<file path="src/rtl/core/cpts_pkg.sv">
// ----------------------------------------------------------------------------
// cpts_pkg
// Types and constants shared by the scheduler core and its slot cells.
// ----------------------------------------------------------------------------
package cpts_pkg;

  localparam int unsigned CntW = 9;
  localparam int unsigned PrioW = 8;
  localparam int unsigned SigW = 32;
  localparam logic [CntW-1:0] CntMax = 9'd511;
  localparam logic [SigW-1:0] SigUnblockable = 32'h0004_0100;

  localparam logic [1:0] StRunning = 2'd0;
  localparam logic [1:0] StInterruptible = 2'd1;

  typedef enum logic [2:0] {
    ReqTick = 3'd0,
    ReqSched = 3'd1,
    ReqWrEntry = 3'd2,
    ReqWrSig = 3'd3,
    ReqWake = 3'd4,
    ReqPause = 3'd5
  } req_e;

  // one word carried around the ring
  typedef struct packed {
    logic             present;
    logic [1:0]       run_state;
    logic [CntW-1:0]  counter;
    logic [PrioW-1:0] priority_v;
    logic [SigW-1:0]  pending;
    logic [SigW-1:0]  blocked;
  } slot_t;

  // per-shift operation applied by the head stage
  typedef struct packed {
    logic wake_sig;
    logic recompute;
  } slot_op_t;

endpackage

</file>
<file path="src/rtl/core/cpts_head.sv">
// ----------------------------------------------------------------------------
// cpts_head
// Ring entry logic: signal wakeup and counter recompute on the passing word.
// ----------------------------------------------------------------------------
module cpts_head (
  input  cpts_pkg::slot_t   slot_i,
  input  cpts_pkg::slot_op_t op_i,
  output cpts_pkg::slot_t   slot_o
);
  import cpts_pkg::*;

  logic [CntW:0] sum;

  always_comb begin
    slot_o = slot_i;
    sum = {2'b0, slot_i.counter[CntW-1:1]} + {2'b0, slot_i.priority_v};
    if (op_i.wake_sig && slot_i.present && slot_i.run_state == StInterruptible &&
        (slot_i.pending & ~(slot_i.blocked & ~SigUnblockable)) != '0) begin
      slot_o.run_state = StRunning;
    end
    if (op_i.recompute && slot_i.present) begin
      slot_o.counter = (sum > {1'b0, CntMax}) ? CntMax : sum[CntW-1:0];
    end
  end

endmodule

</file>
<file path="config.mk">
export PLATFORM = sky130hd
export DESIGN_NAME = cpts_head
export DESIGN_NICKNAME = d
export VERILOG_FILES = /design/src/rtl/core/cpts_pkg.sv /design/src/rtl/core/cpts_head.sv
export SDC_FILE = /design/constraint.sdc
export NUM_CORES = 1
export LEC_CHECK = 0
export ABC_CLOCK_PERIOD_IN_PS = 1800
export BUFFER_PORTS_ARGS = -buffer_cell sky130_fd_sc_hd__buf_4
export CAP_MARGIN = 20
export CORE_MARGIN = 1.5
export CORE_UTILIZATION = 30
export DETAILED_ROUTE_END_ITERATION = 10
export PLACE_DENSITY = 0.79
export SLEW_MARGIN = 20
export SYNTH_ARGS = -nofsm -noshare
export SYNTH_HDL_FRONTEND = slang
export SYNTH_SLANG_ARGS = --single-unit
</file>
<file path="constraint.sdc">
create_clock -name vclk -period 1.8
set_clock_uncertainty 0.2 [all_clocks]
set_input_delay 0 -clock vclk [all_inputs]
set_output_delay 0 -clock vclk [all_outputs]
set_load 0.005 [all_outputs]
</file>
==> impl_metrics.csv <==
group,metric,value,unit
detailed_routing,first_pass_iters,4,
placement,io_buffers,166,
synth,syn-instance-count,180,
final_layout,drive_gt1_frac,0.532,
sta,finalMaxSlewViolations,0,
power_and_ir_drop,peakVddDrop,0.125,mV
power_and_ir_drop,power.density,246,mW/mm^2
die,boundaryPins,170,
critical_path,critPathKind,"in -> out",
final_layout,nFillCells,273,
final_layout,diodes,0,
synth,synth_top_cell_area_share,0.450,
global_route,grt_max_degree,9,
final_layout,final_common_cell,"buf_4",
global_route,grt_pass1_wl,8380,microns
sta,rsz0062_at_grt,"false",
critical_path,critPathBufInv,3,
sta,timing.hold.ws,10.3,ps
die,fp.dieH,66.7,microns
detailed_routing,drt_iter0_drc,41,
synth,synth_area_leaders,"buf_4 45%, inv_1 8.6%, ha_1 8.2%, o22ai_1 6.2%, nand2_1 2.8%",
detailed_routing,dr_total_vias,1785,
detailed_routing,ant_nets,0,
die,die_w,66.7,microns
detailed_routing,post-route-drc-count,0,
final_layout,nClkBuffers,0,
critical_path,crit_top_cell,"buf_4",
critical_path,endpoint_kind,"output port",
synth,netlist_area,0.00122,sq mm
die,dieArea,0.00445,sq mm
global_route,grt_overflow,0,
critical_path,slowest_delay,560,ps
power_and_ir_drop,cellLeakagePower,1.51,nW
synth,syn_nets,275,
placement,routabilityCongestion,0.785,
critical_path,crit_arrival,1510,ps
sta,slew_headroom,0.766,
final_layout,post-route-cell-area,0.00274,sq mm
final_layout,finalNetCount,439,
die,num_rows,22,
sta,finalHoldViolations,0,
sta,min_period,1710,ps
sta,period_share,0.948,
critical_path,crit_family,"buffers and inverters",
die,start_util,0.323,
synth,synth_cell_type_count,32,
detailed_routing,routed_via_density,4.58,
detailed_routing,wl,6150,microns
global_route,grt_pass1_vias,1781,
final_layout,seq_area,0,sq um
placement,dp_hpwl,3710,microns
placement,placed_cell_area,0.00198,sq mm
synth,ys.warnings.count,0,
sta,setup_viol,0,
placement,placedCellCount,321,
critical_path,worst-endpoint-required,1600,ps
critical_path,critPathMaxFanout,2,
final_layout,final_cells,390,
power_and_ir_drop,p_total,672,uW
synth,syn_avg_cell_area,6.76,sq um
final_layout,seq_cells,0,
synth,synth_largest_area_cell,"buf_4",
final_layout,final_cell_mix,"164 x buf_4, 67 x dlygate4sd3_1, 24 x inv_1",
synth,synth-seq-area-share,0,
die,core_area,0.00377,sq mm
critical_path,start_kind,"input pin",
job,max_cap_viol_count,0,
global_route,antenna_found_initial,0,
sta,worst-slew-pin-transition,350,ps
critical_path,slowest_stage,"dlygate4sd3_1",
global_route,track_usage,0.243,
critical_path,cp_cell_sequence,"dlygate4sd3_1 -> buf_4 -> nand2b_1 -> o2111ai_1 -> nor3_1 -> nand4_1 -> a21boi_1 -> buf_4",
detailed_routing,wl_per_cell,15.8,microns
final_layout,syn_to_final_growth,125,%
critical_path,path_depth,8,
min_path,hp-class,"in -> out",
outcome,outcome,"completed",
sta,max_freq,0.586,GHz
min_path,whs_path_depth,2,
-- layout make-up --
cell class	count	area, sq um	share of cell area
multi-input combinational	77	594	0.217
inverter	28	105	0.0384
timing repair buffer	237	1980	0.722
tap	48	60.1	0.0220
-- logic make-up after synthesis --
group / Yosys count / synth area share
muxes: 2 / 0.0185
AOI/OAI and AO/OA: 35 / 0.195
adders and majority gates: 9 / 0.0987
and+or+nand+nor: 26 / 0.103
xor gates and xnor gates: 5 / 0.0360
buffers and inverters: 103 / 0.549
-- power breakdown --
| part | internal (mW) | switching (mW) | leakage [nW] | total [mW] |
|---|---|---|---|---|
| Sequential | 0 | 0 | 0 | 0 |
| Combinational | 0.425 | 0.246 | 1.51 | 0.672 |
| Clock | 0 | 0 | 0 | 0 |
| Total | 0.425 | 0.246 | 1.51 | 0.672 |
-- per-layer routing --
metal	track usage	vias up	part of all wire
li1	-	838	-
met1	0.227	812	0.33
met2	0.500	113	0.54
met3	0.0541	22	0.094
met4	0.0893	0	0.035
met5	0	-	0
-- synth_stat cells, types with 2 or more instances --
cell type and number:
o22ai_1 12, xor2_1 3, o21ai_1 6, nor2_1 6
o21ai_0 2, nand2b_1 3, a21oi_1 5, xnor2_1 2
mux2_2 2, nor4_1 3, buf_4 73, nand2_1 9
inv_1 28, ha_1 8
-- stage by stage --
stage	utilization	setup TNS [ps]	setup slack, ps
floorplan	-	0	321
global placement	0.524	0	22.4
detailed placement	0.524	-23.7	-14.7
CTS	0.716	0	16.1
global route	0.725	0	0.0956
finish	0.725	0	92.8
-- path summary, 6_finish.rpt --
kind / start / endpoint / slack (ps)
worst max-delay path: slot_i[25] / slot_o[81] / 90
worst min-delay path: slot_i[83] / slot_o[83] / 10
-- timing repair --
| action | 4_1_cts | 5_1_grt |
|---|---|---|
| hold buffers | 72 | 0 |
| buffers inserted | 0 | 0 |
| endpoints found under the hold margin | 72 | 0 |
| resized for setup | 1 | 17 |
| setup endpoints to repair | 2 | 3 |
| pin swaps | 0 | 7 |
| gates cloned | 0 | 0 |
Power figures use the tool's default switching activity.
